==> config.mk <==
export PLATFORM = sky130hd
export DESIGN_NAME = running_median_top
export DESIGN_NICKNAME = d
export VERILOG_FILES = /design/src/rtl/core/runmed_pkg.sv /design/src/rtl/core/running_median_top.sv /design/src/rtl/core/runmed_cell.sv /design/src/rtl/core/runmed_select.sv
export SDC_FILE = /design/constraint.sdc
export NUM_CORES = 2
export LEC_CHECK = 0
export ABC_AREA = 1
export BUFFER_PORTS_ARGS = -buffer_cell sky130_fd_sc_hd__clkbuf_2
export CORE_UTILIZATION = 35
export DETAILED_ROUTE_END_ITERATION = 10
export PLACE_DENSITY = 0.49
export REMOVE_ABC_BUFFERS = 1
export SETUP_SLACK_MARGIN = 0.02
export SKIP_CTS_REPAIR_TIMING = 1
export SYNTH_ARGS = -nofsm -noshare
export SYNTH_HDL_FRONTEND = slang
export SYNTH_HIERARCHICAL = 1
export SYNTH_SLANG_ARGS = --single-unit
==> constraint.sdc <==
create_clock -name i_clk -period 5.4 [get_ports i_clk]
set_input_delay 0.81 -clock i_clk [delete_from_list [all_inputs] [get_ports i_clk]]
set_output_delay 0.81 -clock i_clk [all_outputs]
set_load 0.1 [all_outputs]
==> src/rtl/core/runmed_pkg.sv <==
// Shared types and constants for the running median block.
// No dependencies; imported by the cells, the median select and the top level.
package runmed_pkg;

    // Number of chain entries folded together in the first median select stage.
    localparam int GROUP_SIZE = 8;

    // Per-cell control for one insertion cycle.
    typedef struct packed {
        logic load;      // the chain takes a new sample in this cycle
        logic occupied;  // this cell holds a member of the current set
    } t_cell_ctrl;

endpackage

==> src/rtl/core/running_median_top.sv <==
// Running median top level: sorted chain of cells plus median select.
// Depends on runmed_pkg, runmed_cell and runmed_select.
//
// Each input transaction carries one signed sample and a start_new flag; the
// block answers with exactly one output transaction holding the median of all
// samples since the last restart (the lower middle value for an even count),
// the number of samples now held, and a flag that says the store was full and
// the sample was dropped (median and count then repeat the current set).
// The set lives in a chain of CAPACITY cells kept in ascending order: in the
// cycle a transaction is accepted, every cell compares its entry with the new
// sample and either keeps its value, takes the sample, or takes its lower
// neighbor's value. The median entry is then picked out by a two-stage
// registered select (groups of eight cells, then across the groups), so one
// transaction passes through three steps: accept and insert, group select,
// final select into the output register once that register is free. The
// block takes no new sample until the current one has reached the output
// register. The output register decouples the two sides, so a new sample is
// accepted while a finished result still waits to be taken. No clearing
// pass is needed after reset: only cells below the fill count take part in a
// comparison, and a restart simply sets the fill count to zero.
module running_median_top
    import runmed_pkg::*;
#(
    parameter int CAPACITY    = 64,
    parameter int SAMPLE_BITS = 16
) (
    input  logic                                   i_clk,
    input  logic                                   i_rst_n,
    // Input channel
    input  logic                                   i_in_valid,
    output logic                                   o_in_ready,
    input  logic [SAMPLE_BITS-1:0]                 i_sample,
    input  logic                                   i_start_new,
    // Output channel
    output logic                                   o_out_valid,
    input  logic                                   i_out_ready,
    output logic [SAMPLE_BITS-1:0]                 o_median,
    output logic [$clog2(CAPACITY+1)-1:0]          o_held_count,
    output logic                                   o_full_res
);

    localparam int COUNT_W = $clog2(CAPACITY + 1);
    localparam int IDX_W   = $clog2(CAPACITY);

    // Sequencer states.
    localparam logic [1:0] S_IDLE   = 2'd0;  // waiting for a sample
    localparam logic [1:0] S_GATHER = 2'd1;  // group select stage loads
    localparam logic [1:0] S_EMIT   = 2'd2;  // final select into output register

    logic [1:0]         r_state;
    logic [1:0]         n_state;
    logic [COUNT_W-1:0] r_count;
    logic [IDX_W-1:0]   r_mid;
    logic               r_dropped;

    logic                   r_out_valid;
    logic [SAMPLE_BITS-1:0] r_median;
    logic [COUNT_W-1:0]     r_held;
    logic                   r_full;

    logic                   w_accept;
    logic [COUNT_W-1:0]     w_base_count;
    logic                   w_is_full;
    logic [COUNT_W-1:0]     w_new_count;
    logic [COUNT_W-1:0]     w_new_last;
    logic                   w_emit;
    logic [SAMPLE_BITS-1:0] w_select_median;

    logic signed [SAMPLE_BITS-1:0]        w_sample;
    logic signed [SAMPLE_BITS-1:0]        w_value [CAPACITY];
    logic                                 w_gt    [CAPACITY];
    logic [CAPACITY-1:0][SAMPLE_BITS-1:0] w_values_flat;

    assign o_in_ready = (r_state == S_IDLE);
    assign w_accept   = i_in_valid && o_in_ready;
    assign w_sample   = i_sample;

    // A restart empties the set before the new sample is considered.
    assign w_base_count = i_start_new ? '0 : r_count;
    assign w_is_full    = (w_base_count == COUNT_W'(CAPACITY));
    assign w_new_count  = w_is_full ? w_base_count : w_base_count + COUNT_W'(1);
    // Index of the last entry; the median sits at half of it, rounded down.
    assign w_new_last   = w_new_count - COUNT_W'(1);

    // Sorted insertion chain.
    for (genvar i = 0; i < CAPACITY; i++) begin : g_cell
        t_cell_ctrl w_ctrl;

        assign w_ctrl.load     = w_accept && !w_is_full;
        assign w_ctrl.occupied = (COUNT_W'(i) < w_base_count);

        if (i == 0) begin : g_head
            runmed_cell #(
                .SAMPLE_BITS(SAMPLE_BITS)
            ) u_cell (
                .i_clk       (i_clk),
                .i_ctrl      (w_ctrl),
                .i_sample    (w_sample),
                .i_prev_value(w_sample),
                .i_prev_gt   (1'b0),
                .o_value     (w_value[i]),
                .o_gt        (w_gt[i])
            );
        end else begin : g_body
            runmed_cell #(
                .SAMPLE_BITS(SAMPLE_BITS)
            ) u_cell (
                .i_clk       (i_clk),
                .i_ctrl      (w_ctrl),
                .i_sample    (w_sample),
                .i_prev_value(w_value[i-1]),
                .i_prev_gt   (w_gt[i-1]),
                .o_value     (w_value[i]),
                .o_gt        (w_gt[i])
            );
        end

        assign w_values_flat[i] = w_value[i];
    end

    // The select reads the chain in the cycle after insertion, when it has settled.
    runmed_select #(
        .CAPACITY   (CAPACITY),
        .SAMPLE_BITS(SAMPLE_BITS)
    ) u_select (
        .i_clk   (i_clk),
        .i_load  (r_state == S_GATHER),
        .i_values(w_values_flat),
        .i_mid   (r_mid),
        .o_median(w_select_median)
    );

    // The result leaves the emit state once the output register is free.
    assign w_emit = (r_state == S_EMIT) && (!r_out_valid || i_out_ready);

    always_comb begin
        n_state = r_state;
        case (r_state)
            S_IDLE: begin
                if (w_accept) begin
                    n_state = S_GATHER;
                end
            end
            S_GATHER: begin
                n_state = S_EMIT;
            end
            S_EMIT: begin
                if (w_emit) begin
                    n_state = S_IDLE;
                end
            end
            default: begin
                n_state = S_IDLE;
            end
        endcase
    end

    always_ff @(posedge i_clk) begin
        if (!i_rst_n) begin
            r_state     <= S_IDLE;
            r_count     <= '0;
            r_out_valid <= 1'b0;
        end else begin
            r_state <= n_state;
            if (w_accept) begin
                r_count <= w_new_count;
            end
            if (w_emit) begin
                r_out_valid <= 1'b1;
            end else if (i_out_ready) begin
                r_out_valid <= 1'b0;
            end
        end
    end

    // Payload registers carry no reset.
    always_ff @(posedge i_clk) begin
        if (w_accept) begin
            r_mid     <= IDX_W'(w_new_last >> 1);
            r_dropped <= w_is_full;
        end
        if (w_emit) begin
            r_median <= w_select_median;
            r_held   <= r_count;
            r_full   <= r_dropped;
        end
    end

    assign o_out_valid  = r_out_valid;
    assign o_median     = r_median;
    assign o_held_count = r_held;
    assign o_full_res   = r_full;

endmodule

==> src/rtl/core/runmed_cell.sv <==
// One cell of the sorted insertion chain: a single stored sample.
// Depends on runmed_pkg for the cell control struct.
module runmed_cell
    import runmed_pkg::*;
#(
    parameter int SAMPLE_BITS = 16
) (
    input  logic                          i_clk,
    input  t_cell_ctrl                    i_ctrl,
    input  logic signed [SAMPLE_BITS-1:0] i_sample,
    input  logic signed [SAMPLE_BITS-1:0] i_prev_value,
    input  logic                          i_prev_gt,
    output logic signed [SAMPLE_BITS-1:0] o_value,
    output logic                          o_gt
);

    logic signed [SAMPLE_BITS-1:0] r_value;
    logic signed [SAMPLE_BITS-1:0] n_value;

    // A free cell counts as "greater", so the new sample lands at the first
    // free place when nothing stored exceeds it.
    assign o_gt = !i_ctrl.occupied || (r_value > i_sample);

    // Cells at or above the insertion point shift up by one place; the cell
    // at the insertion point takes the new sample.
    always_comb begin
        if (o_gt) begin
            n_value = i_prev_gt ? i_prev_value : i_sample;
        end else begin
            n_value = r_value;
        end
    end

    always_ff @(posedge i_clk) begin
        if (i_ctrl.load) begin
            r_value <= n_value;
        end
    end

    assign o_value = r_value;

endmodule

==> src/rtl/core/runmed_select.sv <==
// Two-stage median select over the insertion chain: registered group ORs,
// then a final OR across the groups. Depends on runmed_pkg for GROUP_SIZE.
module runmed_select
    import runmed_pkg::*;
#(
    parameter int CAPACITY    = 64,
    parameter int SAMPLE_BITS = 16
) (
    input  logic                                 i_clk,
    input  logic                                 i_load,
    input  logic [CAPACITY-1:0][SAMPLE_BITS-1:0] i_values,
    input  logic [$clog2(CAPACITY)-1:0]          i_mid,
    output logic [SAMPLE_BITS-1:0]               o_median
);

    localparam int IDX_W  = $clog2(CAPACITY);
    localparam int GROUPS = (CAPACITY + GROUP_SIZE - 1) / GROUP_SIZE;
    localparam int PADDED = GROUPS * GROUP_SIZE;

    logic [PADDED-1:0][SAMPLE_BITS-1:0] w_padded;
    logic [GROUPS-1:0][SAMPLE_BITS-1:0] r_group;
    logic [GROUPS-1:0][SAMPLE_BITS-1:0] n_group;

    // Padding entries are zero, so an index that aliases onto them adds nothing.
    always_comb begin
        w_padded = '0;
        for (int i = 0; i < CAPACITY; i++) begin
            w_padded[i] = i_values[i];
        end
    end

    always_comb begin
        n_group = '0;
        for (int g = 0; g < GROUPS; g++) begin
            for (int k = 0; k < GROUP_SIZE; k++) begin
                if (IDX_W'(g * GROUP_SIZE + k) == i_mid) begin
                    n_group[g] = n_group[g] | w_padded[g * GROUP_SIZE + k];
                end
            end
        end
    end

    always_ff @(posedge i_clk) begin
        if (i_load) begin
            r_group <= n_group;
        end
    end

    always_comb begin
        o_median = '0;
        for (int g = 0; g < GROUPS; g++) begin
            o_median = o_median | r_group[g];
        end
    end

endmodule

; ---- Word level (Yosys, flattened, before mapping)
; Index checks and enable logic that the tools add are counted.
[word_totals]
ff_bits = 1193
input_bits = 21
elab_cells = 677
[op_classes]
add_sub_neg = 2
magnitude_cmp = 128
eq_ne = 68
muxes = 134
bitwise = 63
n_reduce_logical = 202
[ops]
columns = op, n
row1 = $mux W16, 127
row2 = $gt A16 B16 Y1, 64
row3 = $or A16 B16 Y16, 63
row4 = $lt A6 B7 Y1 const A, 32
row5 = $eq A6 B6 Y1 const A, 32
row6 = $reduce_and A2 Y1, 65
row7 = $lt A5 B7 Y1 const A, 16
row8 = $eq A5 B6 Y1 const A, 16
row9 = $logic_not A1 Y1, 66
row10 = $logic_or A1 B1 Y1, 65
row11 = $lt A4 B7 Y1 const A, 8
row12 = $eq A4 B6 Y1 const A, 8
row13 = $lt A3 B7 Y1 const A, 4
row14 = $eq A3 B6 Y1 const A, 4
row15 = $lt A1 B7 Y1 const A, 2
row16 = $lt A2 B7 Y1 const A, 2
row17 = $mux W7, 2
row18 = $eq A2 B6 Y1 const A, 2
row19 = $add A7 B1 Y7 const B, 1
row20 = $eq A7 B7 Y1 const B, 1
row21 = $sub A7 B1 Y7 const B, 1
row22 = $eq A1 B6 Y1 const A, 1
row23 = $logic_not A6 Y1, 1
row24 = $pmux W2 S3, 1
row25 = 9 further kinds, 13

; ---- Depth between registers and ports, before layout
[depth]
ltp_word = 16
mapped_depth = 16

; ---- Hierarchy
; The synthesis kept the hierarchy.
[modules_own_cells]
columns = mod, n_inst, cells_per_inst, area_each_um2
row1 = runmed_cell at g_cell[0].g_head.u_cell ..., 63, 132, 1149.9
row2 = runmed_select, 1, 2364, 14042.2
row3 = running_median_top, 1, 252, 2065.7
row4 = runmed_cell at g_cell[45].g_body.u_cell, 1, 132, 1152.4

; ---- Worst setup path before layout
; OpenSTA, ideal clock, no wires.
[synth_path]
path_kind = register to register
start = register r_state[0]
end = register g_cell[0].g_head.u_cell.r_value[0] (enable)
setup_time_ps = 378
arrival_time_ps = 3236
required_ps = 5022
setup_slack_ps = 1785
path_stages_with_launch = 8
synth_period_minus_slack_ps = 3615
path_cell_list = dfxtp_1 > nor2_1 > nand2_1 > inv_1 > nand2_1 > inv_2 > inv_1 > a21oi_2
[synth_lines]
columns = element, line
row1 = from (decl), running_median_top.sv:50  ; logic [1:0] r_state;
row2 = from (signal assigned), running_median_top.sv:164  ; r_state <= n_state;
row3 = to (signal assigned), runmed_cell.sv:36  ; r_value <= n_value;
row4 = to (decl), runmed_cell.sv:17  ; logic signed [SAMPLE_BITS-1:0] r_value;

==> impl_metrics.toml <==
[drt]
wire_per_inst_um = 22.1
drt_iter0_drc = 6454
drc = 0
viasPerCell = 5.23
dr.pass1.iters = 8
via_count = 76100
drt_wl_total_um = 321000
drt.antenna.violating_nets = 0

[worst_hold_path]
hp-class = "in2reg"
hp-start = "i_out_ready"

[cts]
cts_buffers = 151
insertion_delay_ps = 810
cts_tree = "built"
htreeDepth = 4
clock_path_buffers = 3
cts_sinks = 1193
cts-root-buf = "clkbuf_16"
cts.clk_slew.worst_paths_ps = 50

[yosys]
synth_warnings = 6
synth_area_per_cell_um2 = 8.11
synthesis.area_mm2 = 0.0897
syn_inst = 11100

[global_routing]
grt_pass1_wl_um = 474000
grt_max_degree = 156
grt_pass1_vias = 73300
overflow = 0
antenna_found_initial = 8
grtUsageTotal = 0.244

[floorplan]
die_height_um = 508
die_x_um = 508
core_area_mm2 = 0.254
fp.dieArea_mm2 = 0.258
rows = 185
io-pin-count = 47
initial_core_util = 0.353

[layout]
num-nets-final = 12100
multiInputGateArea_mm2 = 0.0454
drive_gt1_frac = 0.102
area.growth.synth_to_final_pct = 10.7
fill_cells = 25800
finalInstanceArea_mm2 = 0.0993
final_util = 0.390
seqCellArea_mm2 = 0.0357

[place]
port_buffers = 46
pre_cts_ws_ps = 767
gpl.final_weighted_congestion = 0.931
placement.cell_area_mm2 = 0.0945
detailed_place_hpwl_um = 239000

[timing]
grt_setup_unrepaired = "no"
worst_slack_ps = 1170
hold_viol = 0
fin_crit_ps = 4230
clock_skew_ps = 32.0
timing.final.crit_share = 0.784
holdWs_ps = 304
tightest_slew_ps = 1430
maxSlewHeadroom = 0.0448
fmax_ghz = 0.236
setup_viol = 0
final_max_slew_viol_count = 0

[setup_path]
cp.arrival_ps = 4780
critPathLaunchType = "register"
crit_fanout = 18
crit_path_start = "r_count[6]$_SDFFE_PN0P_"
end_kind = "register"
required_ps = 5940
path_class = "reg2reg"
r2r_start = "r_count[6]$_SDFFE_PN0P_"

[status]
outcome = "finished, final reports clean"

[pwr]
powerDensity_mw_per_mm2 = 295
ir_worst_vdd_uv = 318
total_power_mw = 29.3
p_leak_nw = 49.4

[run]
max_cap_violations = 0
==> sequential cells by signal, indices dropped and copies added (netlist names) <==
register and cells:
g_cell.g_body.u_cell/o_value 1008, u_select/r_group 128, g_cell.g_head.u_cell/o_value 16, o_median 16, o_held_count 7, r_count 7, r_mid 6, r_state 2
o_full_res 1, o_out_valid 1, r_dropped 1
==> worst max-delay path, cell delays in order (launching register included) <==
cell	delay, ps
dfxtp_1	500
inv_1	230
nor2_2	310
inv_1	120
nand2_1	570
inv_1	250
a21oi_1	920
nand2_1	540
buf_4	350
nand2_1	70
o21ai_0	90
==> routing by layer <==
metal  part of all wire  up-vias  track usage
met2               0.47     2100        0.411
li1                   -    36800            -
met1               0.44    36800        0.326
met4              0.034        0       0.0787
met3              0.050      438       0.0274
met5                  0        -            0
==> stage by stage <==
step / TNS [ps] / instances
4_1_cts: 0 / 14500
2_1_floorplan: -336340 / 10600
3_5_place_dp: 0 / 14300
5_1_grt: 0 / 14500
6_report: 0 / 14500
3_3_place_gp: 0 / 14300
==> path summary, 6_finish.rpt <==
path | end | slack (ps) | cells after the start
worst max-delay path | g_cell[49].g_body.u_cell/o_value[8]$_DFFE_PP_ | 1170 | 10
worst min-delay path | r_state[1]$_SDFFE_PN0P_ | 300 | 4
worst max register to register | g_cell[49].g_body.u_cell/o_value[8]$_DFFE_PP_ | 1170 | 10
worst min register to register | o_median[10]$_DFFE_PP_ | 540 | 2
==> where the power goes <==
part	internal [mW]	leakage, nW	switching, mW
Sequential	11.6	11.3	1.10
Combinational	2.05	35.7	4.31
Clock	5.93	2.36	4.35
==> cells in the final DEF, fill, tap and decap left out, drive strengths merged <==
cell type  count
o211ai         2
nor2         683
o21a           1
diode          4
inv         1861
mux2          64
nor3           2
conb           4
clkinvlp       8
clkbuf       228
nor4          32
clkinv        56
edfxtp      1183
nand2       2824
xnor2          2
buf          217
nand3       1079
a21o          64
nand4        275
o21ai       1117
bufinv        12
o21bai        64
ha          1025
dfxtp         10
a21oi        350
==> area by class of cell <==
class	instances	share of cell area
clock inverters	80	0.00766
clock buffers	197	0.0413
well taps	3366	0.0424
multi-input cells	7588	0.457
inverters	1857	0.0703
repair buffers	248	0.0219
diodes	4	0.000101
flip-flops and latches	1193	0.360
Power figures use the tool's default switching activity.
